<file path="config.mk">
export PLATFORM = sky130hd
export DESIGN_NAME = sha256_message_hasher_top
export DESIGN_NICKNAME = d
export VERILOG_FILES = /design/src/sv/sha256mh_pkg.sv /design/src/sv/sha256mh_core.sv /design/src/sv/sha256_message_hasher_top.sv
export SDC_FILE = /design/constraint.sdc
export NUM_CORES = 2
export LEC_CHECK = 0
export BUFFER_PORTS_ARGS = -buffer_cell sky130_fd_sc_hd__buf_2
export CORE_ASPECT_RATIO = 1.1
export CORE_UTILIZATION = 50
export DETAILED_ROUTE_END_ITERATION = 10
export GPL_TIMING_DRIVEN = 0
export HOLD_SLACK_MARGIN = 0.12
export PLACE_DENSITY = 0.65
export SLEW_MARGIN = 25
export SYNTH_ARGS = -nofsm -noshare
export SYNTH_HDL_FRONTEND = slang
export SYNTH_SLANG_ARGS = --single-unit
</file>
<file path="constraint.sdc">
create_clock -name aclk -period 77.4 [get_ports aclk]
set_clock_uncertainty 0.05 [all_clocks]
set_input_delay 15.48 -clock aclk [delete_from_list [all_inputs] [get_ports aclk]]
set_output_delay 15.48 -clock aclk [all_outputs]
set_load 0.05 [all_outputs]
</file>
<file path="src/sv/sha256mh_pkg.sv">
// ---------------------------------------------------------------------------
// sha256mh_pkg
// Shared types and constants of the SHA-256 message hasher: round constants,
// initial hash values, sequencer states and the core control/status bundles.
// ---------------------------------------------------------------------------
`default_nettype none

package sha256mh_pkg;

    localparam int unsigned WORD_W   = 32;
    localparam int unsigned ROUNDS   = 64;
    localparam int unsigned BLK_WORDS = 16;
    localparam int unsigned HASH_WORDS = 8;

    typedef logic [WORD_W-1:0] word_t;

    localparam word_t PAD_MARK = 32'h8000_0000;

    localparam word_t ROUND_K [ROUNDS] = '{
        32'h428A2F98, 32'h71374491, 32'hB5C0FBCF, 32'hE9B5DBA5,
        32'h3956C25B, 32'h59F111F1, 32'h923F82A4, 32'hAB1C5ED5,
        32'hD807AA98, 32'h12835B01, 32'h243185BE, 32'h550C7DC3,
        32'h72BE5D74, 32'h80DEB1FE, 32'h9BDC06A7, 32'hC19BF174,
        32'hE49B69C1, 32'hEFBE4786, 32'h0FC19DC6, 32'h240CA1CC,
        32'h2DE92C6F, 32'h4A7484AA, 32'h5CB0A9DC, 32'h76F988DA,
        32'h983E5152, 32'hA831C66D, 32'hB00327C8, 32'hBF597FC7,
        32'hC6E00BF3, 32'hD5A79147, 32'h06CA6351, 32'h14292967,
        32'h27B70A85, 32'h2E1B2138, 32'h4D2C6DFC, 32'h53380D13,
        32'h650A7354, 32'h766A0ABB, 32'h81C2C92E, 32'h92722C85,
        32'hA2BFE8A1, 32'hA81A664B, 32'hC24B8B70, 32'hC76C51A3,
        32'hD192E819, 32'hD6990624, 32'hF40E3585, 32'h106AA070,
        32'h19A4C116, 32'h1E376C08, 32'h2748774C, 32'h34B0BCB5,
        32'h391C0CB3, 32'h4ED8AA4A, 32'h5B9CCA4F, 32'h682E6FF3,
        32'h748F82EE, 32'h78A5636F, 32'h84C87814, 32'h8CC70208,
        32'h90BEFFFA, 32'hA4506CEB, 32'hBEF9A3F7, 32'hC67178F2
    };

    localparam word_t INIT_HASH [HASH_WORDS] = '{
        32'h6A09E667, 32'hBB67AE85, 32'h3C6EF372, 32'hA54FF53A,
        32'h510E527F, 32'h9B05688C, 32'h1F83D9AB, 32'h5BE0CD19
    };

    typedef enum logic [2:0] {
        ST_IDLE,
        ST_PAD,
        ST_LEN,
        ST_DRAIN,
        ST_OUT
    } state_t;

    // Sequencer to core
    typedef struct packed {
        logic       push;
        word_t      word;
        logic       clear_chain;
        logic [2:0] rd_index;
    } core_ctrl_t;

    // Core to sequencer
    typedef struct packed {
        logic       busy;
        logic [3:0] word_pos;
        word_t      rd_word;
    } core_status_t;

endpackage

`default_nettype wire

</file>
<file path="src/sv/sha256mh_core.sv">
// ---------------------------------------------------------------------------
// sha256mh_core
// Block window, chaining state and one shared SHA-256 round unit that runs
// 64 rounds plus a feed-forward step per 512-bit block.
// ---------------------------------------------------------------------------
`default_nettype none

module sha256mh_core (
    input  wire logic                      aclk,
    input  wire logic                      aresetn,
    input  wire sha256mh_pkg::core_ctrl_t  ctrl,
    output sha256mh_pkg::core_status_t     status
);

    function automatic sha256mh_pkg::word_t rotr(input sha256mh_pkg::word_t x,
                                                 input int unsigned n);
        rotr = (x >> n) | (x << (32 - n));
    endfunction

    sha256mh_pkg::word_t h_reg [sha256mh_pkg::HASH_WORDS];
    sha256mh_pkg::word_t v_reg [sha256mh_pkg::HASH_WORDS];
    sha256mh_pkg::word_t w_reg [sha256mh_pkg::BLK_WORDS];
    logic [3:0] wpos_reg;
    logic [5:0] round_reg;
    logic       busy_reg;
    logic       fin_reg;

    sha256mh_pkg::word_t big0, big1, ch, maj, t1, t2, sig0, sig1, w_new, shift_in;
    logic do_round, do_shift;

    always_comb begin
        big1  = rotr(v_reg[4], 6) ^ rotr(v_reg[4], 11) ^ rotr(v_reg[4], 25);
        big0  = rotr(v_reg[0], 2) ^ rotr(v_reg[0], 13) ^ rotr(v_reg[0], 22);
        ch    = (v_reg[4] & v_reg[5]) ^ (~v_reg[4] & v_reg[6]);
        maj   = (v_reg[0] & v_reg[1]) ^ (v_reg[0] & v_reg[2]) ^ (v_reg[1] & v_reg[2]);
        t1    = v_reg[7] + big1 + ch + sha256mh_pkg::ROUND_K[round_reg] + w_reg[0];
        t2    = big0 + maj;
        sig0  = rotr(w_reg[1], 7) ^ rotr(w_reg[1], 18) ^ (w_reg[1] >> 3);
        sig1  = rotr(w_reg[14], 17) ^ rotr(w_reg[14], 19) ^ (w_reg[14] >> 10);
        w_new = sig1 + w_reg[9] + sig0 + w_reg[0];
        do_round = busy_reg && !fin_reg;
        do_shift = do_round || (!busy_reg && ctrl.push);
        shift_in = busy_reg ? w_new : ctrl.word;
    end

    // Control and chaining state
    always_ff @(posedge aclk) begin
        if (!aresetn) begin
            h_reg     <= sha256mh_pkg::INIT_HASH;
            wpos_reg  <= '0;
            round_reg <= '0;
            busy_reg  <= 1'b0;
            fin_reg   <= 1'b0;
        end else if (busy_reg) begin
            if (fin_reg) begin
                for (int i = 0; i < 8; i++) begin
                    h_reg[i] <= h_reg[i] + v_reg[i];
                end
                busy_reg <= 1'b0;
                fin_reg  <= 1'b0;
            end else begin
                round_reg <= 6'(round_reg + 6'd1);
                if (round_reg == 6'd63) begin
                    fin_reg <= 1'b1;
                end
            end
        end else begin
            if (ctrl.clear_chain) begin
                h_reg <= sha256mh_pkg::INIT_HASH;
            end
            if (ctrl.push) begin
                wpos_reg <= 4'(wpos_reg + 4'd1);
                if (wpos_reg == 4'd15) begin
                    busy_reg <= 1'b1;
                end
            end
        end
    end

    // Working variables and schedule window
    always_ff @(posedge aclk) begin
        if (do_shift) begin
            for (int i = 0; i < 15; i++) begin
                w_reg[i] <= w_reg[i+1];
            end
            w_reg[15] <= shift_in;
        end
        if (!busy_reg && ctrl.push && wpos_reg == 4'd15) begin
            v_reg <= h_reg;
        end else if (do_round) begin
            v_reg[7] <= v_reg[6];
            v_reg[6] <= v_reg[5];
            v_reg[5] <= v_reg[4];
            v_reg[4] <= v_reg[3] + t1;
            v_reg[3] <= v_reg[2];
            v_reg[2] <= v_reg[1];
            v_reg[1] <= v_reg[0];
            v_reg[0] <= t1 + t2;
        end
    end

    assign status.busy     = busy_reg;
    assign status.word_pos = wpos_reg;
    assign status.rd_word  = h_reg[ctrl.rd_index];

endmodule

`default_nettype wire

</file>
<file path="src/sv/sha256_message_hasher_top.sv">
// ---------------------------------------------------------------------------
// sha256_message_hasher_top
// SHA-256 hasher: takes big-endian message words, pads the final block and
// returns the eight digest words.
// ---------------------------------------------------------------------------
//
//   channel | prefix | handshake        | carries
//   --------+--------+------------------+---------------------------------------
//   input   | s_     | s_valid/s_ready  | data_word, valid_bytes, last
//   result  | m_     | m_valid/m_ready  | digest_word, word_index, digest_last
//
// Flow: a message word is taken only while the sequencer waits for input and
// the round unit is idle. Every sixteenth word starts a compression (64 rounds
// on the one shared round unit plus a feed-forward step), and no word is taken
// until it ends. After the last word the sequencer pushes one pad word per
// cycle while the round unit is idle, runs one or two more compressions,
// then shows eight digest words, one per accepted cycle.
// Reset: aresetn low at a clock edge loads the initial hash values and clears
// the length, the word position and the sequencer. s_ready is low during a
// compression, during padding and while digest words wait; a stalled m_ready
// holds the current digest word.
// ---------------------------------------------------------------------------
`default_nettype none

module sha256_message_hasher_top (
    input  wire logic        aclk,
    input  wire logic        aresetn,
    input  wire logic        s_valid,
    output logic             s_ready,
    input  wire logic [31:0] s_data_word,
    input  wire logic [2:0]  s_valid_bytes,
    input  wire logic        s_last,
    output logic             m_valid,
    input  wire logic        m_ready,
    output logic [31:0]      m_digest_word,
    output logic [2:0]       m_word_index,
    output logic             m_digest_last
);

    sha256mh_pkg::state_t       state_reg, state_next;
    logic [63:0]                len_reg, len_next;
    logic                       pend80_reg, pend80_next;
    logic [2:0]                 idx_reg, idx_next;
    sha256mh_pkg::core_ctrl_t   ctrl;
    sha256mh_pkg::core_status_t status;

    logic                       accept;
    logic [2:0]                 nbytes;
    sha256mh_pkg::word_t        last_word;

    sha256mh_core u_core (
        .aclk    (aclk),
        .aresetn (aresetn),
        .ctrl    (ctrl),
        .status  (status)
    );

    // Clamp the byte count and build the final word: keep the valid leading
    // bytes, drop the rest and, below four bytes, put the 0x80 marker after them.
    always_comb begin
        case (s_valid_bytes)
            3'd0:    nbytes = 3'd0;
            3'd1:    nbytes = 3'd1;
            3'd2:    nbytes = 3'd2;
            3'd3:    nbytes = 3'd3;
            default: nbytes = 3'd4;
        endcase
        case (nbytes)
            3'd0:    last_word = sha256mh_pkg::PAD_MARK;
            3'd1:    last_word = {s_data_word[31:24], 24'h80_0000};
            3'd2:    last_word = {s_data_word[31:16], 16'h8000};
            3'd3:    last_word = {s_data_word[31:8], 8'h80};
            default: last_word = s_data_word;
        endcase
    end

    assign accept = s_valid && s_ready;

    // Outputs of the sequencer
    always_comb begin
        s_ready          = 1'b0;
        m_valid          = 1'b0;
        ctrl.push        = 1'b0;
        ctrl.word        = '0;
        ctrl.clear_chain = 1'b0;
        ctrl.rd_index    = idx_reg;
        case (state_reg)
            sha256mh_pkg::ST_IDLE: begin
                s_ready   = !status.busy;
                ctrl.push = accept;
                ctrl.word = s_last ? last_word : s_data_word;
            end
            sha256mh_pkg::ST_PAD: begin
                ctrl.push = !status.busy;
                if (pend80_reg) begin
                    ctrl.word = sha256mh_pkg::PAD_MARK;
                end else if (status.word_pos == 4'd14) begin
                    ctrl.word = len_reg[63:32];
                end
            end
            sha256mh_pkg::ST_LEN: begin
                ctrl.push = !status.busy;
                ctrl.word = len_reg[31:0];
            end
            sha256mh_pkg::ST_OUT: begin
                m_valid          = 1'b1;
                ctrl.clear_chain = m_ready && idx_reg == 3'd7;
            end
            default: begin
            end
        endcase
    end

    // Next state of the sequencer
    always_comb begin
        state_next  = state_reg;
        len_next    = len_reg;
        pend80_next = pend80_reg;
        idx_next    = idx_reg;
        case (state_reg)
            sha256mh_pkg::ST_IDLE: begin
                if (accept) begin
                    if (s_last) begin
                        len_next    = len_reg + 64'({nbytes, 3'b000});
                        pend80_next = (nbytes == 3'd4);
                        state_next  = sha256mh_pkg::ST_PAD;
                    end else begin
                        len_next = len_reg + 64'd32;
                    end
                end
            end
            sha256mh_pkg::ST_PAD: begin
                if (!status.busy) begin
                    if (pend80_reg) begin
                        pend80_next = 1'b0;
                    end else if (status.word_pos == 4'd14) begin
                        state_next = sha256mh_pkg::ST_LEN;
                    end
                end
            end
            sha256mh_pkg::ST_LEN: begin
                if (!status.busy) begin
                    state_next = sha256mh_pkg::ST_DRAIN;
                end
            end
            sha256mh_pkg::ST_DRAIN: begin
                if (!status.busy) begin
                    idx_next   = '0;
                    state_next = sha256mh_pkg::ST_OUT;
                end
            end
            sha256mh_pkg::ST_OUT: begin
                if (m_ready) begin
                    idx_next = 3'(idx_reg + 3'd1);
                    if (idx_reg == 3'd7) begin
                        len_next   = '0;
                        state_next = sha256mh_pkg::ST_IDLE;
                    end
                end
            end
            default: begin
                state_next = sha256mh_pkg::ST_IDLE;
            end
        endcase
    end

    always_ff @(posedge aclk) begin
        if (!aresetn) begin
            state_reg  <= sha256mh_pkg::ST_IDLE;
            len_reg    <= '0;
            pend80_reg <= 1'b0;
            idx_reg    <= '0;
        end else begin
            state_reg  <= state_next;
            len_reg    <= len_next;
            pend80_reg <= pend80_next;
            idx_reg    <= idx_next;
        end
    end

    assign m_digest_word = status.rd_word;
    assign m_word_index  = idx_reg;
    assign m_digest_last = (idx_reg == 3'd7);

endmodule

`default_nettype wire

</file>
# --- Word-level counts from Yosys, hierarchy flattened ---
# Memories as Yosys holds them, arrays and structs flattened.
# Index checks and enable logic that the tools add are counted.
# W data, S select, Z words.
op_classes:
  add_sub_neg: 23
  n_lt_le_gt_ge: 2
  n_eq_ne: 25
  muxes: 50
  bitwise_logic: 31
  n_reduce_logical: 23
op_table:
  columns: ["op", "count"]
  rows:
  - ["$mux W256", 5]
  - ["$add A32 B32 Y32", 18]
  - ["$xor A32 B32 Y32", 9]
  - ["$mux W32", 8]
  - ["$mux W64", 4]
  - ["$and A32 B32 Y32", 5]
  - ["$pmux W32 S4", 1]
  - ["$pmux W64 S2", 1]
  - ["$pmux W33 S3", 1]
  - ["$bmux W32 S3", 1]
  - ["$add A64 B6 Y64", 1]
  - ["$add A64 B6 Y64 const B", 1]
  - ["$mux W3", 11]
  - ["$not A32 Y32", 1]
  - ["$or A10 B32 Y32", 1]
  - ["$or A13 B32 Y32", 1]
  - ["$or A14 B32 Y32", 1]
  - ["$or A15 B32 Y32", 1]
  - ["$or A19 B32 Y32", 1]
  - ["$or A21 B32 Y32", 1]
  - ["$or A25 B32 Y32", 1]
  - ["$or A26 B32 Y32", 1]
  - ["$or A30 B32 Y32", 1]
  - ["$or A7 B32 Y32", 1]
  - ["30 further kinds", 77]
word_totals:
  register_bits: 595
  mem_bits_rw: 512
  romBits: 2048
  input_bits: 40
  out_inout_bits: 38
  elab_cells: 180
  mem_count: 2
memory_table:
  columns: ["memory", "words", "word_bits", "rd", "rd_clocked_by_memory_dff", "wr", "line_no", "rtl"]
  rows:
  - ["(no name shown)", 64, 32, 1, 0, 0, "sha256mh_core.sv:36", "t1 = v_reg[7] + big1 + ch + sha256mh_pkg::ROUND_K[round_reg] + w_reg[0];"]
  - ["u_core.w_reg", 16, 32, 16, 0, 16, "sha256mh_core.sv:22", "sha256mh_pkg::word_t w_reg [sha256mh_pkg::BLK_WORDS];"]

# --- Longest topological paths before layout ---
logic_depth:
  depth_word: 10
  depth_mapped: 44
  depth_no_buf: 43

# --- Hierarchy ---
# A second synthesis with hierarchy kept.
hier_totals:
  hier_cells: 6830
  hier_area_um2: 68948.6
modules_own_cells:
  columns: ["mod", "instances", "cells_each", "area_each_um2", "seq_area_each_um2"]
  rows:
  - ["sha256mh_core", 1, 6281, 64682.0, 28427.3]
  - ["sha256_message_hasher_top", 1, 549, 4266.6, 1361.3]

# --- Worst setup path after synthesis ---
# Ideal clock, no wire load.
synth_path:
  path_kind: "input to register"
  startpoint: "in s_valid"
  endpoint: "mem u_core.w_reg[0][0] in the netlist's numbering (enable)"
  setup_time_ns: 1.574
  arrival_ns: 40.280
  required_ns: 75.776
  path_slack_ns: 35.496
  cell_stages: 2
  n_path_buf: 0
  path_cell_list: "nor2_1 > o22ai_1"
synth_lines:
  columns: ["item", "line_no", "rtl"]
  rows:
  - ["start, declared", "sha256_message_hasher_top.sv:28", "input wire logic s_valid,"]
  - ["end, declared", "sha256mh_core.sv:22", null]

==> out/results.tsv <==
stage	metric	value	unit
power_and_ir_drop	reported net switching power	0.925	mW
grt	global-route wire length before repair	368	mm
clock_network	number of levels the H-tree was split into	3	
sta	transition at the pin with the smallest max-transition slack	1.21	ns
die	die boundary height	392	um
layout	Finished Layout Cells	8986	
setup_path	launching point of the worst reg2reg path	u_core.round_reg[1]	
power_and_ir_drop	combinational cell fraction of total power	44.0	%
power_and_ir_drop	Max rail drop VDD	0.0307	mV
flow_run	total of max-cap violations	0	
power_and_ir_drop	power density relative to cell area	31.3	nW/um^2
layout	Area growth, synth to finish	11.3	%
clock_network	clock latency on the worst-skew pair	0.80	ns
drt	post-detailed-route DRC marker count	4	
grt	combined global-route utilization of all metal layers	36.9	%
sta	final worst path period need	19.83	ns
layout	number of flip-flops under the largest register name	512	
layout	Net count, final	7715	
die	starting density of the core	50.5	%
synth	total of warnings raised by yosys	0	
sta	Max Clock Freq	50.4	MHz
setup_path	reg-to-reg critical path endpoint	u_core.v_reg[255]	
hold_path	Worst Hold Endpoint	u_core.w_reg[0][230]	
sta	RSZ-0062 raised after global routing	no	
status	result of the run	finished with violations	
clock_network	number of CTS-inserted buffers	117	
grt	sum of overflow across all layers after global routing	0	
sta	final slew viol count	0	
setup_path	crit path max fanout	10	
die	area inside the core boundary	137000	um^2
setup_path	arrival time at the worst endpoint	4.30	ns
drt	DR pass1 iterations	10	
synth	Synth Area per Inst	10.1	um^2
power_and_ir_drop	design internal power	1.48	mW
clock_network	register clock-pin slew on the reported worst setup and hold paths	0.06	ns
power_and_ir_drop	leakage power	30.6	nW
clock_network	number of buffers inserted by post-CTS setup repair	0	
clock_network	CTS tree	yes	
setup_path	Worst R2R Setup Slack	64.79	ns
drt	DRC marker count from the first detailed-route iteration	7200	
grt	number of antenna violations at the first check in global routing	18	
synth	Post-Syn Instances	6838	
clock_network	# hold bufs at CTS	0	
synth	Net Count, Synth	7475	
power_and_ir_drop	clock group share of total power	24.4	%
power_and_ir_drop	sw frac	38.4	%
drt	Final Routed Wirelength	261	mm
drt	vias post-DR	55800	
clock_network	Post-CTS Resized	0	
sta	final hold violations	0	
hold_path	worst hold start	u_core.w_reg[1][6]	
synth	count of flip-flops with a built-in enable after synthesis	768	
power_and_ir_drop	fraction of power consumed by sequential logic	31.6	%
setup_path	critical path start-end classification	reg2out	
die	total I/O pin count	78	
status	violations in the final reports	design-rule violations	
placed_design	weighted congestion reported at the end of routability-driven placement	1.03	
layout	layout cell share with drive strength beyond 1	7.48	%
synth	distinct cell type count after synthesis	94	
placed_design	instance count after placement with tap cells included	8759	
synth	area of the mapped netlist	69000	um^2
drt	remaining antenna violation count after routing	0	
setup_path	required time at the endpoint of the critical path	61.87	ns
placed_design	dpl hpwl	204	mm
die	number of rows created at floorplan	142	
setup_path	cell depth of the worst flop-to-flop path	42	
drt	Routed wire per std cell	29.1	um
setup_path	Worst Setup End Kind	primary output	
grt	maximum number of pins on one net before global-route repair	25	
placed_design	# port buffers	76	
synth	most common flop cell mapped by yosys	sky130_fd_sc_hd__edfxtp_1	
synth	sequential-to-total area share from yosys stat	43.2	%
grt	number of global-route vias before repair	52900	
drt	routed via count divided by cell count	6.21	
setup_path	startpoint types	flop	
hold_path	worst hold path stage count	0	
sta	Sum Neg Setup Slack	0	ns
die	Die Outline Area	139000	um^2
clock_network	Clock Root Buffer	sky130_fd_sc_hd__clkbuf_16	
hold_path	path category of the worst min-delay check	reg2reg	
clock_network	maximum count of clock buffers along a single path	3	
sta	total setup violations reported at the end of the flow	0	
die	DIE WIDTH	356	um
clock_network	sink count of the clock tree	1104	
synth	Synth Register Bits	1104	
synth	asr flop ratio synth	0	%
sta	portion of the clock cycle consumed by the worst path in the final layout	25.6	%
sta	Max-Slew Margin vs Limit	19.6	%
-- area by class of cell --
type,count,area (um^2)
diodes,6,15.0
plain buffers,344,1460
clock buffers,158,3250
clock inverters,63,728
fillers,12000,59800
inverters,461,1730
multi-input cells,4929,36100
flip-flops and latches,1104,29800
well taps,1800,2250
repair buffers,121,1460
-- cells in the mapped netlist, types with 56 or more instances --
master                     instances  area share (%)
sky130_fd_sc_hd__nand2_1         961             5.2
sky130_fd_sc_hd__edfxtp_1        768              33
sky130_fd_sc_hd__a21oi_1         461             3.3
sky130_fd_sc_hd__inv_1           455             2.5
sky130_fd_sc_hd__ha_1            401             7.3
sky130_fd_sc_hd__xnor2_1         363             4.6
sky130_fd_sc_hd__o21ai_0         361             2.6
sky130_fd_sc_hd__dfxtp_1         336             9.7
sky130_fd_sc_hd__nor2_1          334             1.8
sky130_fd_sc_hd__clkbuf_1        271             1.5
sky130_fd_sc_hd__xor2_1          256             3.2
sky130_fd_sc_hd__fa_1            196             5.7
sky130_fd_sc_hd__a21o_1          186             2.0
sky130_fd_sc_hd__nor2b_1         128             1.2
sky130_fd_sc_hd__o22ai_1         126             1.1
sky130_fd_sc_hd__nand3_1          96            0.70
sky130_fd_sc_hd__a22oi_1          78            0.85
sky130_fd_sc_hd__mux4_2           71             2.3
sky130_fd_sc_hd__o21a_1           68            0.74
sky130_fd_sc_hd__o21bai_1         62            0.67
sky130_fd_sc_hd__nor3_1           61            0.44
sky130_fd_sc_hd__nand2b_1         59            0.53
sky130_fd_sc_hd__mux2_2           56            0.91
-- kinds of logic (layout without fill, tap and decap cells) --
kind of cell / after synthesis / in the layout / share of synthesized area [%]
AO/OA/AOI/OAI: 1714 / 1714 / 15.9
XOR/XNOR: 619 / 619 / 7.86
adder cells (fa/ha/maj): 599 / 599 / 13.0
buffers and inverters: 805 / 1147 / 4.58
flip-flops: 1104 / 1104 / 43.2
multiplexers: 149 / 149 / 3.55
other: 0 / 6 / 0
AND/OR/NAND/NOR: 1848 / 1848 / 12.0
-- cell usage in the layout (no fill, tap or decap), drive strengths merged, types with 42 or more instances in the layout --
cell	netlist	routed
a211oi	42	42
a21o	186	186
a21oi	461	461
a22oi	78	78
buf	73	192
clkbuf	271	431
clkinv	5	45
dfxtp	336	336
edfxtp	768	768
fa	196	196
ha	401	401
inv	456	460
mux2	56	56
mux4	71	71
nand2	962	962
nand2b	59	59
nand3	98	98
nor2	337	337
nor2b	128	128
nor3	61	61
o21a	68	68
o21ai	365	365
o21bai	62	62
o22ai	126	126
xnor2	363	363
xor2	256	256
-- critical path, stage by stage, from the launching register on --
cell and delay, ns:
sky130_fd_sc_hd__dfxtp_1 0.71, sky130_fd_sc_hd__clkbuf_2 0.63, sky130_fd_sc_hd__clkbuf_1 0.85, sky130_fd_sc_hd__mux4_2 0.52, sky130_fd_sc_hd__mux2_2 0.39, sky130_fd_sc_hd__buf_4 0.16, sky130_fd_sc_hd__buf_2 0.24
-- metrics by stage --
step           util, %  hold WS, ns  cell area (um^2)  power [mW]  setup slack (ns)
3_3_place_gp      52.4        0.350             71600        1.82             26.52
2_1_floorplan        -        0.350             69000        1.53             35.50
3_5_place_dp      53.3        0.355             72800        1.80             58.28
4_1_cts           56.2        0.361             76800        2.39             57.46
6_report          56.2        0.359             76800        2.41             57.57
5_1_grt           56.2        0.368             76800        2.53             57.46
-- metal layers --
metal	routed length (um)	global-route usage, %
met1	100000	46.7
met2	115000	56.5
met3	25000	7.92
met4	20400	25.6
met5	65	0
-- power by group through the flow --
stage / clock network (mW) / logic, mW / registers [mW]
after detailed placement: 0 / 1.03 / 0.771
after floorplan: 0 / 0.743 / 0.783
final: 0.588 / 1.06 / 0.760
after global placement: 0 / 1.00 / 0.812
after CTS: 0.594 / 1.04 / 0.759
after global routing: 0.615 / 1.15 / 0.763
-- how the worst max path moves through the flow --
stage	start	endpoint	slack (ns)	cells after the start
finish	m_word_index[1]	m_digest_word[26]	57.57	6
detailed placement	m_word_index[0]	m_digest_word[19]	58.28	6
floorplan	s_valid	u_core.w_reg[0][0]	35.50	2
global placement	s_valid	u_core.w_reg[0][39]	26.52	3
global route	m_word_index[0]	m_digest_word[9]	57.46	6
CTS	m_word_index[0]	m_digest_word[19]	57.46	6
No activity file was read; power rests on OpenSTA's default activity.
